==> config.mk <==
export PLATFORM = sky130hd
export DESIGN_NAME = modem_rx_line_framer
export DESIGN_NICKNAME = d
export VERILOG_FILES = /design/src/rxlf_pkg.sv /design/src/modem_rx_line_framer.sv /design/src/rxlf_in_reg.sv /design/src/rxlf_parse.sv /design/src/rxlf_out_reg.sv
export SDC_FILE = /design/constraint.sdc
export NUM_CORES = 1
export LEC_CHECK = 0
export CORE_UTILIZATION = 30
export DETAILED_ROUTE_END_ITERATION = 8
export DONT_BUFFER_PORTS = 1
export SKIP_LAST_GASP = 1
export SLEW_MARGIN = 10
export SYNTH_ARGS = -nofsm -noshare
export SYNTH_HDL_FRONTEND = slang
export SYNTH_SLANG_ARGS = --single-unit
==> constraint.sdc <==
create_clock -name clk -period 4.95 [get_ports clk]
set_input_delay 0.99 -clock clk [delete_from_list [all_inputs] [get_ports clk]]
set_output_delay 0.99 -clock clk [all_outputs]
set_load 0.05 [all_outputs]
==> src/rxlf_pkg.sv <==
// Package for the modem receive line framer: result descriptor type,
// receive mode encoding, control characters and prefix tables.
// No dependencies; all other files of the framer but rxlf_in_reg import it.
`default_nettype none

package rxlf_pkg;

  // Receive modes. Line mode is the reset mode.
  typedef enum logic [2:0] {
    MODE_LINE   = 3'd0,
    MODE_MSG    = 3'd1,
    MODE_TIME   = 3'd2,
    MODE_LEN_HI = 3'd3,
    MODE_LEN_LO = 3'd4,
    MODE_BODY   = 3'd5
  } mode_t;

  // Frame kinds as reported on the result channel.
  localparam logic [1:0] KIND_LINE   = 2'd0;
  localparam logic [1:0] KIND_MSG    = 2'd1;
  localparam logic [1:0] KIND_TIME   = 2'd2;
  localparam logic [1:0] KIND_PACKET = 2'd3;

  localparam logic [7:0] CHAR_LF = 8'h0A;
  localparam logic [7:0] CHAR_CR = 8'h0D;

  // Packet header and trailer bytes beyond the announced length.
  localparam logic [16:0] PKT_OVERHEAD = 17'd14;

  // Number of leading line bytes that take part in prefix tests.
  localparam int unsigned PREFIX_MAX = 8;

  // One result descriptor.
  typedef struct packed {
    logic        write_valid;
    logic [11:0] write_index;
    logic [7:0]  write_byte;
    logic        frame_done;
    logic [1:0]  frame_kind;
    logic [12:0] frame_length;
    logic        overflow;
  } result_t;

  // Packet opening "#H".
  function automatic logic [7:0] hash_char(input logic [2:0] idx);
    logic [7:0] c;
    unique case (idx)
      3'd0:    c = 8'h23;
      3'd1:    c = 8'h48;
      default: c = 8'h00;
    endcase
    return c;
  endfunction

  // Network time prefix "+QNITZ: ".
  function automatic logic [7:0] time_char(input logic [2:0] idx);
    logic [7:0] c;
    unique case (idx)
      3'd0: c = 8'h2B;
      3'd1: c = 8'h51;
      3'd2: c = 8'h4E;
      3'd3: c = 8'h49;
      3'd4: c = 8'h54;
      3'd5: c = 8'h5A;
      3'd6: c = 8'h3A;
      3'd7: c = 8'h20;
      default: c = 8'h00;
    endcase
    return c;
  endfunction

  // Short message prefix "+CMT:".
  function automatic logic [7:0] msg_char(input logic [2:0] idx);
    logic [7:0] c;
    unique case (idx)
      3'd0:    c = 8'h2B;
      3'd1:    c = 8'h43;
      3'd2:    c = 8'h4D;
      3'd3:    c = 8'h54;
      3'd4:    c = 8'h3A;
      default: c = 8'h00;
    endcase
    return c;
  endfunction

endpackage

`default_nettype wire

==> src/modem_rx_line_framer.sv <==
// Modem receive line framer, top level. A byte accepted is held in the input register,
// then its descriptor enters the result register and shows on the result port.
// Throughput: one byte per cycle, sustained, whenever the result side does not stall.
// Reset (synchronous, rst_n low) empties both register stages and returns the
// framer to line mode with an empty buffer count and packet length zero.
// Depends on rxlf_pkg, rxlf_in_reg, rxlf_parse and rxlf_out_reg.
`default_nettype none

module modem_rx_line_framer #(
  parameter int unsigned BUFFER_DEPTH = 4096
) (
  input  logic        clk,
  input  logic        rst_n,
  input  logic        in_valid,
  output logic        in_stall,
  input  logic [7:0]  in_rx_byte,
  output logic        out_valid,
  input  logic        out_stall,
  output logic        out_write_valid,
  output logic [11:0] out_write_index,
  output logic [7:0]  out_write_byte,
  output logic        out_frame_done,
  output logic [1:0]  out_frame_kind,
  output logic [12:0] out_frame_length,
  output logic        out_overflow
);

  import rxlf_pkg::*;

  // The design is a two register pipeline. The input register holds one
  // accepted request; the parser turns it into a descriptor with a single
  // pass of logic and the result register captures it. The framing state
  // (mode, fill count, packet length, prefix flags) lives in the parser and
  // moves on exactly when a descriptor enters the result register, so each
  // request updates the state once, in order.

  logic    advance;
  logic    held_valid;
  logic    step;
  logic [7:0] held_byte;
  result_t parse_result;
  result_t out_result;

  rxlf_in_reg u_in_reg (
    .clk        (clk),
    .rst_n      (rst_n),
    .in_valid   (in_valid),
    .in_stall   (in_stall),
    .in_rx_byte (in_rx_byte),
    .advance    (advance),
    .held_valid (held_valid),
    .held_byte  (held_byte)
  );

  // The parser steps only when a held byte really moves to the result register.
  assign step = held_valid & advance;

  rxlf_parse #(
    .BUFFER_DEPTH (BUFFER_DEPTH)
  ) u_parse (
    .clk     (clk),
    .rst_n   (rst_n),
    .step    (step),
    .rx_byte (held_byte),
    .result  (parse_result)
  );

  rxlf_out_reg u_out_reg (
    .clk         (clk),
    .rst_n       (rst_n),
    .load_valid  (held_valid),
    .load_result (parse_result),
    .advance     (advance),
    .out_valid   (out_valid),
    .out_stall   (out_stall),
    .out_result  (out_result)
  );

  // Unpack the descriptor onto the result ports.
  assign out_write_valid  = out_result.write_valid;
  assign out_write_index  = out_result.write_index;
  assign out_write_byte   = out_result.write_byte;
  assign out_frame_done   = out_result.frame_done;
  assign out_frame_kind   = out_result.frame_kind;
  assign out_frame_length = out_result.frame_length;
  assign out_overflow     = out_result.overflow;

  // A line, message or time frame always carries the write of its zero terminator.
  a_line_term : assert property (@(posedge clk) disable iff (!rst_n)
    (out_valid && out_frame_done && out_frame_kind != KIND_PACKET) |->
      (out_write_valid && out_write_byte == 8'h00))
    else $error("line frame without terminator write");

  // A dropped byte never writes the buffer.
  a_drop_no_write : assert property (@(posedge clk) disable iff (!rst_n)
    (out_valid && out_overflow && !out_frame_done) |-> !out_write_valid)
    else $error("dropped byte produced a write");

  // A finished frame always has a non-zero length.
  a_frame_len : assert property (@(posedge clk) disable iff (!rst_n)
    (out_valid && out_frame_done) |-> (out_frame_length != 13'd0))
    else $error("finished frame with zero length");

  // Requests are refused only while the input register is full.
  a_stall_full : assert property (@(posedge clk) disable iff (!rst_n)
    in_stall |-> (held_valid && out_valid && out_stall))
    else $error("input stalled without a full pipeline");

endmodule

`default_nettype wire

==> src/rxlf_in_reg.sv <==
// Input register stage of the modem receive line framer.
// Holds one received byte until the parser can take it; no package use.
`default_nettype none

module rxlf_in_reg (
  input  logic       clk,
  input  logic       rst_n,
  input  logic       in_valid,
  output logic       in_stall,
  input  logic [7:0] in_rx_byte,
  input  logic       advance,
  output logic       held_valid,
  output logic [7:0] held_byte
);

  logic       valid_r, valid_nxt;
  logic [7:0] byte_r, byte_nxt;

  // The stage only refuses a request when it is full and cannot move on.
  assign in_stall = valid_r & ~advance;

  always_comb begin
    valid_nxt = valid_r;
    byte_nxt  = byte_r;
    if (!in_stall) begin
      valid_nxt = in_valid;
      byte_nxt  = in_rx_byte;
    end
  end

  always_ff @(posedge clk) begin
    if (!rst_n) begin
      valid_r <= 1'b0;
    end else begin
      valid_r <= valid_nxt;
    end
  end

  always_ff @(posedge clk) begin
    byte_r <= byte_nxt;
  end

  assign held_valid = valid_r;
  assign held_byte  = byte_r;

endmodule

`default_nettype wire

==> src/rxlf_parse.sv <==
// Framing state machine of the modem receive line framer: mode, fill count,
// packet length and prefix match flags, and the descriptor for one byte.
// Depends on rxlf_pkg.
`default_nettype none

module rxlf_parse #(
  parameter int unsigned BUFFER_DEPTH = 4096
) (
  input  logic             clk,
  input  logic             rst_n,
  input  logic             step,
  input  logic [7:0]       rx_byte,
  output rxlf_pkg::result_t result
);

  import rxlf_pkg::*;

  localparam int unsigned FW = $clog2(BUFFER_DEPTH);
  localparam int unsigned LW = FW + 1;
  localparam logic [FW-1:0] FILL_LAST = FW'(BUFFER_DEPTH - 1);
  localparam logic [LW-1:0] CAP_LAST  = LW'(BUFFER_DEPTH - 1);

  mode_t          mode_r, mode_nxt;
  logic [FW-1:0]  fill_r, fill_nxt;
  logic [15:0]    plen_r, plen_nxt;
  logic           hash_ok_r, hash_ok_nxt;
  logic           time_ok_r, time_ok_nxt;
  logic           msg_ok_r, msg_ok_nxt;

  logic           is_lf, is_cr, full, line_data, in_prefix, first;
  logic [2:0]     pidx;
  logic [LW-1:0]  fill_inc;
  logic           hash_m, time_m, msg_m;
  logic           hash_hit, time_hit, msg_hit;
  logic [15:0]    plen_eff;
  logic           to_body, pkt_done, pkt_cap;

  // Events shared by the next state and output logic.
  always_comb begin
    is_lf     = (rx_byte == CHAR_LF);
    is_cr     = (rx_byte == CHAR_CR);
    full      = (fill_r >= FILL_LAST);
    line_data = ~is_lf & ~is_cr & ~full;
    in_prefix = (fill_r < FW'(PREFIX_MAX));
    first     = (fill_r == '0);
    pidx      = fill_r[2:0];
    fill_inc  = LW'(fill_r) + LW'(1);

    hash_m   = (first | hash_ok_r) & (rx_byte == hash_char(pidx));
    time_m   = (first | time_ok_r) & (rx_byte == time_char(pidx));
    msg_m    = (first | msg_ok_r)  & (rx_byte == msg_char(pidx));
    hash_hit = (fill_r == FW'(1)) & hash_m;
    time_hit = (fill_r == FW'(7)) & time_m;
    msg_hit  = (fill_r == FW'(4)) & msg_m;

    unique case (mode_r)
      MODE_LEN_HI: plen_eff = {rx_byte, 8'h00};
      MODE_LEN_LO: plen_eff = {plen_r[15:8], rx_byte};
      default:     plen_eff = plen_r;
    endcase
    to_body  = (mode_r == MODE_LEN_LO) | (mode_r == MODE_BODY);
    pkt_done = to_body & (17'(fill_inc) >= (17'(plen_eff) + PKT_OVERHEAD));
    pkt_cap  = (fill_inc >= CAP_LAST);
  end

  // Next mode.
  always_comb begin
    mode_nxt = mode_r;
    if (step) begin
      unique case (mode_r)
        MODE_MSG, MODE_TIME: begin
          if (is_lf) mode_nxt = MODE_LINE;
        end
        MODE_LEN_HI: begin
          mode_nxt = pkt_cap ? MODE_LINE : MODE_LEN_LO;
        end
        MODE_LEN_LO, MODE_BODY: begin
          mode_nxt = (pkt_done | pkt_cap) ? MODE_LINE : MODE_BODY;
        end
        default: begin
          if (line_data) begin
            priority if (hash_hit) mode_nxt = MODE_LEN_HI;
            else if (time_hit)     mode_nxt = MODE_TIME;
            else if (msg_hit)      mode_nxt = MODE_MSG;
            else                   mode_nxt = mode_r;
          end
        end
      endcase
    end
  end

  // Fill count, packet length and prefix flags.
  always_comb begin
    fill_nxt    = fill_r;
    plen_nxt    = plen_r;
    hash_ok_nxt = hash_ok_r;
    time_ok_nxt = time_ok_r;
    msg_ok_nxt  = msg_ok_r;
    if (step) begin
      unique case (mode_r)
        MODE_MSG, MODE_TIME: begin
          if (is_lf) fill_nxt = '0;
          else if (line_data) fill_nxt = fill_inc[FW-1:0];
        end
        MODE_LEN_HI, MODE_LEN_LO, MODE_BODY: begin
          plen_nxt = plen_eff;
          fill_nxt = (pkt_done | pkt_cap) ? '0 : fill_inc[FW-1:0];
        end
        default: begin
          if (is_lf) begin
            fill_nxt = '0;
          end else if (line_data) begin
            fill_nxt = (time_hit | msg_hit) ? '0 : fill_inc[FW-1:0];
            if (in_prefix) begin
              hash_ok_nxt = hash_m;
              time_ok_nxt = time_m;
              msg_ok_nxt  = msg_m;
            end
          end
        end
      endcase
    end
  end

  // Descriptor for the current byte.
  always_comb begin
    result = '0;
    unique case (mode_r)
      MODE_MSG, MODE_TIME: begin
        if (is_lf) begin
          result.write_valid  = 1'b1;
          result.write_index  = 12'(fill_r);
          result.frame_done   = 1'b1;
          result.frame_kind   = (mode_r == MODE_MSG) ? KIND_MSG : KIND_TIME;
          result.frame_length = 13'(fill_inc);
        end else if (is_cr) begin
          result = '0;
        end else if (full) begin
          result.overflow = 1'b1;
        end else begin
          result.write_valid = 1'b1;
          result.write_index = 12'(fill_r);
          result.write_byte  = rx_byte;
        end
      end
      MODE_LEN_HI, MODE_LEN_LO, MODE_BODY: begin
        result.write_valid = 1'b1;
        result.write_index = 12'(fill_r);
        result.write_byte  = rx_byte;
        if (pkt_done | pkt_cap) begin
          result.frame_done   = 1'b1;
          result.frame_kind   = KIND_PACKET;
          result.frame_length = 13'(fill_inc + LW'(1));
          result.overflow     = ~pkt_done;
        end
      end
      default: begin
        if (is_lf) begin
          result.write_valid = 1'b1;
          result.write_index = 12'(fill_r);
          if (!first) begin
            result.frame_done   = 1'b1;
            result.frame_kind   = KIND_LINE;
            result.frame_length = 13'(fill_inc);
          end
        end else if (is_cr) begin
          result = '0;
        end else if (full) begin
          result.overflow = 1'b1;
        end else begin
          result.write_valid = 1'b1;
          result.write_index = 12'(fill_r);
          result.write_byte  = rx_byte;
        end
      end
    endcase
  end

  always_ff @(posedge clk) begin
    if (!rst_n) begin
      mode_r    <= MODE_LINE;
      fill_r    <= '0;
      plen_r    <= '0;
      hash_ok_r <= 1'b0;
      time_ok_r <= 1'b0;
      msg_ok_r  <= 1'b0;
    end else begin
      mode_r    <= mode_nxt;
      fill_r    <= fill_nxt;
      plen_r    <= plen_nxt;
      hash_ok_r <= hash_ok_nxt;
      time_ok_r <= time_ok_nxt;
      msg_ok_r  <= msg_ok_nxt;
    end
  end

endmodule

`default_nettype wire

==> src/rxlf_out_reg.sv <==
// Result register of the modem receive line framer.
// Holds one descriptor until the receiving side takes it; depends on rxlf_pkg.
`default_nettype none

module rxlf_out_reg (
  input  logic              clk,
  input  logic              rst_n,
  input  logic              load_valid,
  input  rxlf_pkg::result_t load_result,
  output logic              advance,
  output logic              out_valid,
  input  logic              out_stall,
  output rxlf_pkg::result_t out_result
);

  import rxlf_pkg::*;

  logic    valid_r, valid_nxt;
  result_t result_r, result_nxt;

  // The register can take a new descriptor when empty or being emptied.
  assign advance = ~valid_r | ~out_stall;

  always_comb begin
    valid_nxt  = valid_r;
    result_nxt = result_r;
    if (advance) begin
      valid_nxt  = load_valid;
      result_nxt = load_result;
    end
  end

  always_ff @(posedge clk) begin
    if (!rst_n) begin
      valid_r <= 1'b0;
    end else begin
      valid_r <= valid_nxt;
    end
  end

  always_ff @(posedge clk) begin
    result_r <= result_nxt;
  end

  assign out_valid  = valid_r;
  assign out_result = result_r;

endmodule

`default_nettype wire
==> impl_metrics.csv <==
group,metric,value,unit
outcome,status,"finished, final reports clean",
placed_design,portBuffers,0,
setup_path,criticalPathCategory,"reg -> reg",
route,drt_iter0_drc,415,
power_and_ir_drop,p_total,0.00170,W
route,vias,4942,
synth,synth_seq_cells,89,
setup_path,worstPathRequired,5.22,ns
global_route,use_met2,24.8,%
setup_path,crit_path_end_kind,"register",
setup_path,crit_slowest_cell,"ha_1",
power_and_ir_drop,cellPowerDensity,262,mW/mm²
clock_network,clk_latency,0.36,ns
clock_network,cts.htree.levels,3,
sta,max_freq,0.217,GHz
sta,slew_headroom,37.6,%
synth,synth_most_common_cell,"nand2_1",
sta,min_period_over_period,93.0,%
die,die_h,140,µm
clock_network,cts_sinks,89,
global_route,grt.met3_usage,3.97,%
setup_path,arrival,4.88,ns
synth,synth_top_cell_by_area,"edfxtp_1",
setup_path,crit_path_max_fanout,9,
route,wire_per_inst,17.4,µm
cells_and_area,fin_nets,699,
clock_network,cts_root_buf,"clkbuf_16",
die,std_cell_rows,50,
die,coreArea,0.0187,mm²
job,drv_cap,0,
placed_design,place_congestion,0.844,
placed_design,hpwl,11.4,mm
clock_network,clk_pin_slew_worst_paths,0.06,ns
clock_network,cts_tree,"built",
hold_path,hold_class,"reg -> reg",
clock_network,cts_hold_buf,0,
setup_path,start_kind,"register",
synth,syn_inst,654,
power_and_ir_drop,leakagePower,2.42,nW
global_route,grt.overflow.total,0,
die,io_pins,52,
synth,synth_nets,690,
clock_network,cts_buffer_depth,2,
sta,worst_slew_pin_slew,0.933,ns
synth,synth_area,0.00573,mm²
synth,synth.area.top_cells,"edfxtp_1, dfxtp_1, a21oi_1, ha_1, nand2_1",
global_route,grt_antenna_before_repair,1,
cells_and_area,drive_gt1_share,12.6,%
setup_path,max_stage_delay,0.35,ns
global_route,top_usage_layer,"met2",
die,dieArea,0.0196,mm²
cells_and_area,synthToLayoutAreaGrowth,13.2,%
route,ant_nets,0,
global_route,grt_pass1_wl,24.8,mm
setup_path,crit_family,"compound AO/OA/AOI/OAI gates",
synth,synth_common_cells,"nand2_1, a21oi_1, nor2_1, edfxtp_1, dfxtp_1",
synth,synth-edff-count,46,
sta,finalClockSkew,0.00667,ns
synth,yosysSeqAreaShare,39.2,%
sta,hold_violations,0,
synth,syn_avg_cell_area,8.76,µm²
die,die_w,140,µm
global_route,grt_use_total,16.4,%
synth,yosysUniqueCellTypes,71,
synth,synth_top_flop_cell,"edfxtp_1",
sta,min_period,4.60,ns
route,route.detailed.drc,0,
clock_network,cts_made_buffers,9,
sta,timing.hold.ws,0.456,ns
route,wirelength,15.7,mm
synth,synth_top_area_share,24.1,%
setup_path,crit_buf_inv,1,
die,initial_core_util,30.6,%
route,via_per_inst,5.48,
route,first_pass_iters,7,
setup_path,critical_path.most_common_cell,"ha_1",
global_route,first_global_vias,4522,
power_and_ir_drop,peakVddDrop,0.000120,V
sta,final_max_slew_viol_count,0,
synth,yosysWarnings,0,
cells_and_area,antenna_cells,0,
synth,synthArstFlopShare,0,%
global_route,grt_max_degree,41,
global_route,gr-usage-met1,22.1,%
sta,finalSetupViolations,0,
-- layout make-up --
| class | instances | area, µm² |
|---|---|---|
| Clock buffer | 11 | 233 |
| Clock inverter | 5 | 80.1 |
| Fill cell | 1890 | 12200 |
| Inverter | 20 | 75.1 |
| Multi-Input combinational cell | 504 | 3260 |
| Sequential cell | 89 | 2240 |
| Tap cell | 234 | 293 |
| Timing Repair Buffer | 39 | 293 |
-- logic make-up after synthesis --
family | share of synthesized area, %
flip-flops | 39.2
AO/OA/AOI/OAI | 19.4
buffers and inverters | 4.57
multiplexers | 2.27
adder cells (fa/ha/maj) | 5.24
XOR/XNOR | 4.89
AND/OR/NAND/NOR | 24.5
-- sequential cells by signal, summed over array words and instances, names as in the netlist, named ones only --
register,cells
u_parse.hash_ok_r,1
u_in_reg.held_valid,1
u_parse.mode_r,3
u_out_reg.out_result,38
u_parse.fill_r,12
u_parse.plen_r,16
u_out_reg.out_valid,1
u_parse.msg_ok_r,1
u_in_reg.held_byte,8
u_parse.time_ok_r,1
-- worst min-delay path: stages (launching register included) --
cell,delay (ns)
dfxtp_1,0.31
nand2_1,0.05
a21oi_1,0.05
-- layer usage --
layer / share of wire (%) / wire (µm)
met3: 7.6 / 1190
met1: 45 / 7060
met5: 0.064 / 10
met2: 45 / 7080
met4: 2.3 / 365
-- power breakdown --
| part | internal [W] | switching, W | total (W) |
|---|---|---|---|
| combinational | 0.0000383 | 0.0000719 | 0.000110 |
| sequential | 0.000800 | 0.0000645 | 0.000865 |
| clock | 0.000441 | 0.000280 | 0.000721 |
-- stage by stage --
step	setup slack [ns]	area [µm²]	TNS, ns	instances	utilization, %
5_1_grt	-0.0278	6480	-0.0278	902	34.6
4_1_cts	0.0122	6410	0	898	34.3
3_5_place_dp	-0.0814	6100	-0.0814	882	32.6
3_3_place_gp	0.149	6100	0	882	32.6
2_1_floorplan	0.286	5730	0	654	-
6_report	0.345	6480	0	902	34.6
-- path summary, 6_finish.rpt --
check / from / cells after the start / endpoint / slack, ns
setup reg to reg: u_parse.mode_r[2] / 25 / register / 0.35
hold reg to reg: u_parse.plen_r[13] / 2 / u_parse.plen_r[13] / 0.46
setup / recovery: u_parse.mode_r[2] / 25 / register / 0.35
hold / removal: u_parse.plen_r[13] / 2 / u_parse.plen_r[13] / 0.46
-- cells in the final DEF, fill, tap and decap left out, types with 8 or more instances in the layout --
cell / instances
inv_1: 19
and3_1: 10
nand2_1: 77
mux2i_1: 10
xnor2_1: 13
a21o_1: 9
and2_1: 13
nor2b_1: 15
nand3_1: 24
ha_1: 24
a21oi_1: 57
dfxtp_1: 42
nand2b_1: 8
nor3_1: 13
clkbuf_16: 9
edfxtp_1: 46
o21ai_0: 26
xor2_1: 19
o22ai_1: 12
nor2_1: 50
buf_4: 39
nor4_1: 8
a31oi_1: 9
-- what timing repair did --
item	in CTS	in global routing
setup buffers	0	4
setup endpoints to repair	1	6
pin swaps	0	3
gates resized for setup	1	10
(Power assumes the default switching activity.)
